<file path="src/hw/rtl/ppnt_pkg.sv">
`timescale 1ns / 1ps
`default_nettype none
// ----------------------------------------------------------------------------
// Pressure pad note trigger package
// Shared types, register indexes, event codes and the sequencer microcode.
// ----------------------------------------------------------------------------
package ppnt_pkg;

  localparam int NUM_SENSORS = 64;

  localparam logic [1:0] CFG_FLOOR   = 2'd0;
  localparam logic [1:0] CFG_CEILING = 2'd1;
  localparam logic [1:0] CFG_CHANNEL = 2'd2;

  localparam logic [1:0] EV_NONE     = 2'd0;
  localparam logic [1:0] EV_NOTE_ON  = 2'd1;
  localparam logic [1:0] EV_NOTE_OFF = 2'd2;

  localparam logic [1:0] STEP_IDLE = 2'd0;
  localparam logic [1:0] STEP_LOAD = 2'd1;
  localparam logic [1:0] STEP_DIV  = 2'd2;
  localparam logic [1:0] STEP_EMIT = 2'd3;

  localparam logic [1:0] COND_NEVER    = 2'd0;
  localparam logic [1:0] COND_NO_REQ   = 2'd1;
  localparam logic [1:0] COND_K_NZ     = 2'd2;
  localparam logic [1:0] COND_OUT_BUSY = 2'd3;

  typedef struct packed {
    logic [5:0] sensor_id;
    logic [9:0] pressure;
    logic [6:0] note_number;
  } ppnt_in_t;

  typedef struct packed {
    logic [1:0] event_kind;
    logic [6:0] event_note;
    logic [6:0] event_velocity;
    logic [3:0] event_channel;
    logic [5:0] event_sensor;
  } ppnt_out_t;

  typedef struct packed {
    logic [9:0] pressure_floor;
    logic [9:0] pressure_ceiling;
    logic [3:0] midi_channel;
  } ppnt_cfg_t;

  typedef struct packed {
    logic       accept;
    logic       load;
    logic       div;
    logic       emit;
    logic [1:0] cond;
    logic [1:0] target;
  } ucode_t;

  typedef struct packed {
    logic in_pending;
    logic k_nz;
    logic out_busy;
  } ppnt_status_t;

  function automatic ucode_t ucode_rom(input logic [1:0] step);
    ucode_t w;
    w = '0;
    unique case (step)
      STEP_IDLE: begin
        w.accept = 1'b1;
        w.cond   = COND_NO_REQ;
        w.target = STEP_IDLE;
      end
      STEP_LOAD: begin
        w.load   = 1'b1;
        w.cond   = COND_NEVER;
        w.target = STEP_IDLE;
      end
      STEP_DIV: begin
        w.div    = 1'b1;
        w.cond   = COND_K_NZ;
        w.target = STEP_DIV;
      end
      STEP_EMIT: begin
        w.emit   = 1'b1;
        w.cond   = COND_OUT_BUSY;
        w.target = STEP_EMIT;
      end
      default: w = '0;
    endcase
    return w;
  endfunction

endpackage
`default_nettype wire

</file>
<file path="src/hw/rtl/ppnt_sequencer.sv">
`timescale 1ns / 1ps
`default_nettype none
// ----------------------------------------------------------------------------
// Pressure pad note trigger sequencer
// Step counter over the microcode table with conditional jumps.
// ----------------------------------------------------------------------------
module ppnt_sequencer (
  input  wire logic                  clk,
  input  wire logic                  rst,
  input  wire ppnt_pkg::ppnt_status_t status,
  output ppnt_pkg::ucode_t           ctl
);

  logic [1:0] step;
  logic [1:0] step_next;
  logic       take_jump;

  assign ctl = ppnt_pkg::ucode_rom(step);

  always_comb begin
    unique case (ctl.cond)
      ppnt_pkg::COND_NEVER:    take_jump = 1'b0;
      ppnt_pkg::COND_NO_REQ:   take_jump = !status.in_pending;
      ppnt_pkg::COND_K_NZ:     take_jump = status.k_nz;
      ppnt_pkg::COND_OUT_BUSY: take_jump = status.out_busy;
      default:                 take_jump = 1'b0;
    endcase
    step_next = take_jump ? ctl.target : step + 2'd1;
  end

  always_ff @(posedge clk) begin
    if (rst) begin
      step <= ppnt_pkg::STEP_IDLE;
    end else begin
      step <= step_next;
    end
  end

endmodule
`default_nettype wire

</file>
<file path="src/hw/rtl/ppnt_datapath.sv">
`timescale 1ns / 1ps
`default_nettype none
// ----------------------------------------------------------------------------
// Pressure pad note trigger datapath
// Clamp and scale, shift-subtract divider, pressed bitmap and result register.
// ----------------------------------------------------------------------------
module ppnt_datapath (
  input  wire logic                  clk,
  input  wire logic                  rst,
  input  wire ppnt_pkg::ucode_t      ctl,
  input  wire ppnt_pkg::ppnt_cfg_t   cfg,
  input  wire logic                  in_valid,
  input  wire ppnt_pkg::ppnt_in_t    in_data,
  input  wire logic                  out_ready,
  output logic                       out_valid,
  output ppnt_pkg::ppnt_out_t        out_data,
  output ppnt_pkg::ppnt_status_t     status
);

  ppnt_pkg::ppnt_in_t in_reg;
  logic [ppnt_pkg::NUM_SENSORS-1:0] pressed_map;
  logic        zero_span;
  logic [16:0] num;
  logic [9:0]  den;
  logic [6:0]  quot;
  logic [2:0]  k;

  logic [9:0]  p_clamped;
  logic [9:0]  diff;
  logic [16:0] trial;
  logic        fits;
  logic [6:0]  vel;
  logic        in_range;
  logic        pressed;
  logic [1:0]  kind;
  logic        out_free;
  logic        do_emit;
  ppnt_pkg::ppnt_out_t result;

  always_comb begin
    if (in_reg.pressure < cfg.pressure_floor) begin
      p_clamped = cfg.pressure_floor;
    end else if (in_reg.pressure > cfg.pressure_ceiling) begin
      p_clamped = cfg.pressure_ceiling;
    end else begin
      p_clamped = in_reg.pressure;
    end
    diff  = p_clamped - cfg.pressure_floor;
    trial = 17'(den) << k;
    fits  = num >= trial;
  end

  always_comb begin
    vel      = zero_span ? 7'd0 : quot;
    in_range = int'(in_reg.sensor_id) < ppnt_pkg::NUM_SENSORS;
    pressed  = pressed_map[in_reg.sensor_id];
    kind     = ppnt_pkg::EV_NONE;
    if (in_range && (vel != 7'd0) && !pressed) begin
      kind = ppnt_pkg::EV_NOTE_ON;
    end else if (in_range && (vel == 7'd0) && pressed) begin
      kind = ppnt_pkg::EV_NOTE_OFF;
    end
    result = '0;
    if (kind != ppnt_pkg::EV_NONE) begin
      result.event_kind     = kind;
      result.event_note     = in_reg.note_number;
      result.event_velocity = (kind == ppnt_pkg::EV_NOTE_ON) ? vel : 7'd0;
      result.event_channel  = cfg.midi_channel;
      result.event_sensor   = in_reg.sensor_id;
    end
  end

  assign out_free          = !out_valid || out_ready;
  assign do_emit           = ctl.emit && out_free;
  assign status.in_pending = in_valid;
  assign status.k_nz       = k != 3'd0;
  assign status.out_busy   = !out_free;

  always_ff @(posedge clk) begin
    if (ctl.accept && in_valid) begin
      in_reg <= in_data;
    end
    if (ctl.load) begin
      zero_span <= !(cfg.pressure_ceiling > cfg.pressure_floor);
      num       <= {diff, 7'd0} - {7'd0, diff};
      den       <= cfg.pressure_ceiling - cfg.pressure_floor;
      quot      <= '0;
      k         <= 3'd6;
    end
    if (ctl.div) begin
      if (fits) begin
        num     <= num - trial;
        quot[k] <= 1'b1;
      end
      if (k != 3'd0) begin
        k <= k - 3'd1;
      end
    end
    if (do_emit) begin
      out_data <= result;
    end
  end

  always_ff @(posedge clk) begin
    if (rst) begin
      pressed_map <= '0;
      out_valid   <= 1'b0;
    end else begin
      if (do_emit) begin
        if (kind == ppnt_pkg::EV_NOTE_ON) begin
          pressed_map[in_reg.sensor_id] <= 1'b1;
        end else if (kind == ppnt_pkg::EV_NOTE_OFF) begin
          pressed_map[in_reg.sensor_id] <= 1'b0;
        end
        out_valid <= 1'b1;
      end else if (out_ready) begin
        out_valid <= 1'b0;
      end
    end
  end

  a_on_sets_map : assert property (@(posedge clk) disable iff (rst)
    (do_emit && kind == ppnt_pkg::EV_NOTE_ON) |=> pressed_map[in_reg.sensor_id])
    else $error("Note-on did not mark the sensor as pressed.");

  a_off_clears_map : assert property (@(posedge clk) disable iff (rst)
    (do_emit && kind == ppnt_pkg::EV_NOTE_OFF) |=> !pressed_map[in_reg.sensor_id])
    else $error("Note-off did not release the sensor.");

  a_none_is_zero : assert property (@(posedge clk) disable iff (rst)
    (out_valid && out_data.event_kind == ppnt_pkg::EV_NONE) |->
      (out_data.event_note == 7'd0 && out_data.event_velocity == 7'd0 &&
       out_data.event_channel == 4'd0 && out_data.event_sensor == 6'd0))
    else $error("No-event result carries nonzero fields.");

  a_off_no_velocity : assert property (@(posedge clk) disable iff (rst)
    (out_valid && out_data.event_kind == ppnt_pkg::EV_NOTE_OFF) |->
      out_data.event_velocity == 7'd0)
    else $error("Note-off result carries a velocity.");

endmodule
`default_nettype wire

</file>
<file path="src/hw/rtl/pressure_pad_note_trigger.sv">
`timescale 1ns / 1ps
`default_nettype none
// ----------------------------------------------------------------------------
// Pressure pad note trigger
// Turns force-sensor samples into note-on and note-off events.
// ----------------------------------------------------------------------------
// A sample is taken in the idle step; the load step, the seven-step
// shift-subtract divide loop and the emit step follow, and emit waits while
// the result register is full; no new sample is taken before the idle step.
// Reset clears the pressed bitmap and the result register's valid flag, and
// loads floor 0, ceiling 1023 and channel 0.
module pressure_pad_note_trigger (
  input  wire logic                clk,
  input  wire logic                rst,
  input  wire logic                in_valid,
  output logic                     in_ready,
  input  wire ppnt_pkg::ppnt_in_t  in_data,
  output logic                     out_valid,
  input  wire logic                out_ready,
  output ppnt_pkg::ppnt_out_t      out_data,
  input  wire logic                cfg_valid,
  output logic                     cfg_ready,
  input  wire logic [1:0]          cfg_index,
  input  wire logic [9:0]          cfg_data
);

  ppnt_pkg::ppnt_cfg_t    cfg;
  ppnt_pkg::ucode_t       ctl;
  ppnt_pkg::ppnt_status_t status;

  assign cfg_ready = !rst;
  assign in_ready  = ctl.accept && !rst;

  always_ff @(posedge clk) begin
    if (rst) begin
      cfg.pressure_floor   <= 10'd0;
      cfg.pressure_ceiling <= 10'd1023;
      cfg.midi_channel     <= 4'd0;
    end else if (cfg_valid && cfg_ready) begin
      unique case (cfg_index)
        ppnt_pkg::CFG_FLOOR:   cfg.pressure_floor   <= cfg_data;
        ppnt_pkg::CFG_CEILING: cfg.pressure_ceiling <= cfg_data;
        ppnt_pkg::CFG_CHANNEL: cfg.midi_channel     <= cfg_data[3:0];
        default: ;
      endcase
    end
  end

  ppnt_sequencer u_seq (
    .clk    (clk),
    .rst    (rst),
    .status (status),
    .ctl    (ctl)
  );

  ppnt_datapath u_dp (
    .clk       (clk),
    .rst       (rst),
    .ctl       (ctl),
    .cfg       (cfg),
    .in_valid  (in_valid),
    .in_data   (in_data),
    .out_ready (out_ready),
    .out_valid (out_valid),
    .out_data  (out_data),
    .status    (status)
  );

endmodule
`default_nettype wire

</file>
<file path="config.mk">
export PLATFORM = sky130hd
export DESIGN_NAME = pressure_pad_note_trigger
export DESIGN_NICKNAME = d
export VERILOG_FILES = /design/src/hw/rtl/ppnt_pkg.sv /design/src/hw/rtl/ppnt_sequencer.sv /design/src/hw/rtl/ppnt_datapath.sv /design/src/hw/rtl/pressure_pad_note_trigger.sv
export SDC_FILE = /design/constraint.sdc
export NUM_CORES = 1
export LEC_CHECK = 0
export BUFFER_PORTS_ARGS = -buffer_cell sky130_fd_sc_hd__buf_2
export CAP_MARGIN = 20
export CORE_MARGIN = 2
export CORE_UTILIZATION = 63
export CTS_BUF_LIST = sky130_fd_sc_hd__clkbuf_4 sky130_fd_sc_hd__clkbuf_8
export DETAILED_ROUTE_END_ITERATION = 10
export PLACE_DENSITY_LB_ADDON = 0.05
export REMOVE_ABC_BUFFERS = 1
export SLEW_MARGIN = 20
export SYNTH_ARGS = -nofsm -noshare
export SYNTH_HDL_FRONTEND = slang
export SYNTH_SLANG_ARGS = --single-unit
</file>
<file path="constraint.sdc">
create_clock -name clk -period 6.3 [get_ports clk]
set_input_delay 0.315 -clock clk [delete_from_list [all_inputs] [get_ports clk]]
set_output_delay 0.315 -clock clk [all_outputs]
set_load 0.05 [all_outputs]
</file>
==> After elaboration in Yosys (flattened, before gate mapping) <==
Cells that the tools add are included.
{ "word_totals": {"word_cells": 108, "reg_bits": 178, "in_bits": 40, "out_inout_bits": 29} }
{ "classes": {"bitwise": 4, "addsub": 6, "n_reduce_logical": 29, "n_mux": 31, "n_lt_le_gt_ge": 8, "n_shift": 1, "eq_ne": 10} }
{ "op_table": {"columns": ["cell", "count"], "rows": [
  ["$mux W64", 2],
  ["$and A64 B64 Y64", 1],
  ["$not A64 Y64", 1],
  ["$or A64 B64 Y64", 1],
  ["$mux W17", 3],
  ["$mux W7", 4],
  ["$gt A10 B10 Y1", 2],
  ["$mux W10", 2],
  ["$sub A10 B10 Y10", 2],
  ["$ge A17 B17 Y1", 1],
  ["$shl A10 B3 Y17", 1],
  ["$sub A17 B10 Y17", 1],
  ["$sub A17 B17 Y17", 1],
  ["$pmux W4 S4", 1],
  ["$eq A2 B2 Y1 const B", 6],
  ["$lt A10 B10 Y1", 1],
  ["$reduce_and A2 Y1", 5],
  ["$mux W1", 9],
  ["$mux W3", 3],
  ["$eq A2 B1 Y1 const B", 4],
  ["$logic_and A1 B1 Y1", 8],
  ["$logic_not A7 Y1", 1],
  ["$lt A6 B7 Y1 const B", 1],
  ["$or A7 B7 Y7", 1],
  ["16 further kinds", 27]
]} }

==> Longest topological paths before layout <==
{ "depth": {"depth_word": 8, "mapped_depth": 25, "mapped_depth_nobuf": 24} }

==> Modules after synthesis <==
A second synthesis with hierarchy kept.
{ "hier_totals": {"hier_cells": 1220, "area_unflattened_um2": 10699.0} }
{ "modules_own_cells": {"columns": ["module", "area_per_inst_um2", "n_inst", "seq_area_each_um2", "cells_per_inst"], "rows": [
  ["ppnt_datapath", 9451.6, 1, 3643.5, 1091],
  ["pressure_pad_note_trigger", 1033.5, 1, 480.5, 106],
  ["ppnt_sequencer", 214.0, 1, 40.0, 23]
]} }

==> Least setup slack after synthesis <==
OpenSTA, ideal clock, no wires.
{ "synth_timing": {"path_type": "register to register", "start": "register u_dp.in_reg[16] (netlist bit)", "end": "register u_dp.num[16]", "required_ps": 6175, "setup_slack_ps": 1315, "path_buffers": 1, "arrival_time_ps": 4861, "setup_ps": 125, "stages_incl_launch_ff": 24, "period_less_slack_ps": 4985, "cell_sequence": "edfxtp_1 > ha_1 > nand4_1 > nor3_1 > o21ai_1 > a31oi_1 > buf_1 > mux2i_1 > a21oi_1 > ha_1 > o21ai_1 > a21oi_1 > o221ai_2 > a21oi_2 > a21o_1 > a21oi_1 > xnor2_1 > ha_1 > nor3_1 > and3_4 > and2_4 > o2111ai_1 > xor3_1 > o221ai_2"} }
{ "synth_via": {"elab_chain_cells": 8, "word_cells_on_any_way": 9, "classes_between": "add/sub (2); order compare (2); mux (5)"} }
{ "synth_rtl": {"columns": ["element", "line", "rtl"], "rows": [
  ["start, declared", "ppnt_datapath.sv:20", "ppnt_pkg::ppnt_in_t in_reg;"],
  ["start signal, assigned", "ppnt_datapath.sv:81", "in_reg <= in_data;"],
  ["$gt A10 B10 Y1", "ppnt_datapath.sv:43", "end else if (in_reg.pressure > cfg.pressure_ceiling) begin"],
  ["$mux W10", "ppnt_datapath.sv:43", null],
  ["$mux W10 (*)", "ppnt_datapath.sv:41", "if (in_reg.pressure < cfg.pressure_floor) begin"],
  ["$sub A10 B10 Y10 (*)", "ppnt_datapath.sv:48", "diff = p_clamped - cfg.pressure_floor;"],
  ["$sub A17 B10 Y17 (*)", "ppnt_datapath.sv:85", "num <= {diff, 7'd0} - {7'd0, diff};"],
  ["$mux W17 (*)", "ppnt_datapath.sv:83", "if (ctl.load) begin"],
  ["$mux W17", "ppnt_datapath.sv:91", "if (fits) begin"],
  ["$mux W17 (*)", "ppnt_datapath.sv:90", "if (ctl.div) begin"],
  ["end signal, assigned", "ppnt_datapath.sv:85", null],
  ["end signal, assigned", "ppnt_datapath.sv:92", "num <= num - trial;"],
  ["end, declared", "ppnt_datapath.sv:23", "logic [16:0] num;"]
]} }
Mark *: on every way between the ends. The rest lies on a longest branch, timed or not.
A chain may end at the register's enable or synchronous reset.

==> Worst setup path in the final report <==
Ends and elaborated chain as after synthesis.

==> flow_summary.toml <==
[layout]
final_cell_mix = "121 x a21oi_1, 118 x dfxtp_1, 90 x o21ai_0"
drive_above_1_share_pct = 12.4
final_design_area_no_fill_mm2 = 0.0114
fin_nets = 1323
synthToLayoutAreaGrowth_pct = 10.4
antenna_cells = 0
final.fill_count = 1272
final_common_cell = "a21oi_1"

[placed_design]
port_buffers = 68
place_congestion = 0.905
hpwl_mm = 17.0
place_area_mm2 = 0.0108

[yosys]
ys.flop_type = "dfxtp_1"
yosysUniqueCellTypes = 86
synth_area_mm2 = 0.0103
ys_ff_latch = 178
syn_avg_cell_area_um2 = 8.97
yosys.area.top_type_share_pct = 22.8
synth_largest_area_cell = "dfxtp_1"
ys_async_sr_fraction_pct = 0
seq_area_frac_synth_pct = 40.2
synth_area_leaders = "dfxtp_1 23%, edfxtp_1 17%, ha_1 8.2%"
yosys_warnings = 0
synth_cells = 1154
synth-edff-count = 60

[critical_path]
endpoint_kind = "flip-flop"
critical_path_arrival_ns = 5.83
required_ns = 6.63
startpoint_type = "flip-flop"
r2r-end = "u_dp.num[16]$_DFF_P_"
crit_path_end = "u_dp.num[16]$_DFF_P_"
worst-r2r-cell-count = 22
critical_path_class = "flip-flop to flip-flop"
rr_startpoint = "u_dp.in_reg[16]$_DFFE_PP_"
ff2ff_setup_slack_ns = 0.81
path_max_fanout = 6
crit_start = "u_dp.in_reg[16]$_DFFE_PP_"

[outcome]
status = "complete, no violations"

[die]
fp.dieW_um = 132
die_area_mm2 = 0.0175
start_util_pct = 64.9
core_area_mm2 = 0.0159
row_count = 46
io_pins = 69
die_h_um = 132

[drt]
dr.first_iter.drc_count = 800
routedWlPerCell_um = 17.4
vias = 8813
via_per_inst = 6.12
drtAntennaViolNets = 0
first_pass_iters = 6
routed_wl_mm = 25.0
drc = 0

[pwr]
vdd_ir_drop_max_mv = 0.256
p_per_area_mw_per_mm2 = 453
p_leak_uw = 0.00427

[cts]
cts_tree = "done"
clockBufferDepth = 2
worstSkewPairLatency_ns = 0.48
cts_root_buf = "clkbuf_8"
h-tree-depth = 4
clock_sinks = 178
numCtsBuffers = 17
post_cts_resized = 0
post_cts_buffers = 0
clkTransAtPathRegs_ns = 0.11

[global_routing]
grt_max_degree = 69
antenna_found_initial = 0
grt-busiest-layer = "met2"
met3_usage_pct = 5.61
grt.total_usage_pct = 29.1
use_met1_pct = 40.9
grt_overflow_total = 0
use_met2_pct = 45.6
grt_pass1_vias = 8321
grt_pass1_wl_mm = 41.5

[timing]
worst_pin_slew_ns = 1.05
finalSetupViolations = 0
period_share_pct = 87.2
finalHoldViolations = 0
fin_crit_ns = 5.49
max_freq_ghz = 0.182
finClkSkew_ns = 0.0188
slew_headroom_pct = 30.1
rsz0062_at_grt = "false"
slew_violations = 0
fin_tns_setup_ns = 0

[hold_path]
hold_path.class = "primary input to flip-flop"

[run]
cap_violations = 0
[critical path: stages, from the launching register on]
cell and delay [ns]:
edfxtp_1 0.45, ha_1 0.33, nand4_1 0.12, nor3_1 0.24, o21ai_1 0.11, a31oi_1 0.54
mux2i_1 0.27, a21oi_1 0.09, ha_1 0.43, o21ai_1 0.09, a21oi_1 0.32, o221ai_2 0.21
a21oi_2 0.30, a21o_1 0.16, a21oi_1 0.11, xnor2_1 0.16, ha_1 0.21, nor3_1 0.33
and3_4 0.26, and2_4 0.14, o2111ai_1 0.12, xor3_1 0.24, o221ai_2 0.09
[kinds of logic after synthesis]
group / after synthesis / synth area share [%]
multiplexers: 37 / 3.72
XOR/XNOR: 37 / 3.97
AND/OR/NAND/NOR: 366 / 18.2
buffers and inverters: 122 / 4.62
AO/OA/AOI/OAI: 343 / 20.5
adder cells (fa/ha/maj): 71 / 8.80
flip-flops: 178 / 40.2
[worst min-delay path by stage]
stage / start / to / cells past startpoint
3_3_place_gp: cfg[18]$_SDFFE_PP0P_ / cfg[18]$_SDFFE_PP0P_ / 2
5_1_grt: in_data[17] / u_dp.in_reg[17]$_DFFE_PP_ / 1
6_report: in_data[17] / u_dp.in_reg[17]$_DFFE_PP_ / 1
3_5_place_dp: flip-flop / flip-flop / 2
2_1_floorplan: rst / flip-flop / 1
4_1_cts: in_data[17] / u_dp.in_reg[17]$_DFFE_PP_ / 1
[final cells by class]
| cell class | count | area (um2) | share of cell area (%) |
|---|---|---|---|
| multi-input combinational | 854 | 5730 | 50.1 |
| sequential | 178 | 4160 | 36.4 |
| timing repair buffer | 100 | 636 | 5.56 |
| tap | 216 | 270 | 2.37 |
| clock buffer | 17 | 234 | 2.05 |
| inverter | 61 | 229 | 2.00 |
| clock inverter | 15 | 165 | 1.45 |
[synth_stat cells (13+ instances only)]
| cell type | instances |
|---|---|
| a22oi_1 | 18 |
| nand2_1 | 85 |
| edfxtp_1 | 60 |
| o211ai_1 | 16 |
| dfxtp_1 | 118 |
| mux2i_1 | 34 |
| a21oi_1 | 121 |
| ha_1 | 68 |
| nand3_1 | 79 |
| o21ai_1 | 17 |
| nand2b_1 | 13 |
| nor2b_1 | 37 |
| clkbuf_1 | 54 |
| xnor2_1 | 16 |
| nor3_1 | 14 |
| inv_1 | 61 |
| xor2_1 | 15 |
| o21ai_0 | 90 |
| nor2_1 | 64 |
[per-stage QoR]
stage          cells  setup WS, ns  util [%]  total power [uW]  hold slack (ns)
2_1_floorplan   1093          1.08         -              3700            0.384
3_3_place_gp    1387          1.07      67.8              4300            0.459
3_5_place_dp    1387         0.917      67.8              4350            0.466
4_1_cts         1441         0.868      71.7              5150          0.00937
5_1_grt         1441         0.479      71.7              5550          0.00321
6_report        1441         0.808      71.7              5180           0.0222
[timing repair]
item,CTS,global route
hold buffers,22,0
setup endpoints to repair,0,0
hold endpoints to repair,22,0
[routing by layer]
metal,up-vias,part of all wire [%]
li1,4299,-
met1,4110,46
met2,358,45
met3,46,7.5
met4,0,1.9
met5,-,0
[where the power goes]
| group | internal (uW) | total, uW | switching, uW |
|---|---|---|---|
| clock | 298 | 788 | 490 |
| sequential | 1380 | 1540 | 152 |
| combinational | 1100 | 2850 | 1750 |
| total | 2780 | 5180 | 2390 |
(Power assumes the default switching activity.)
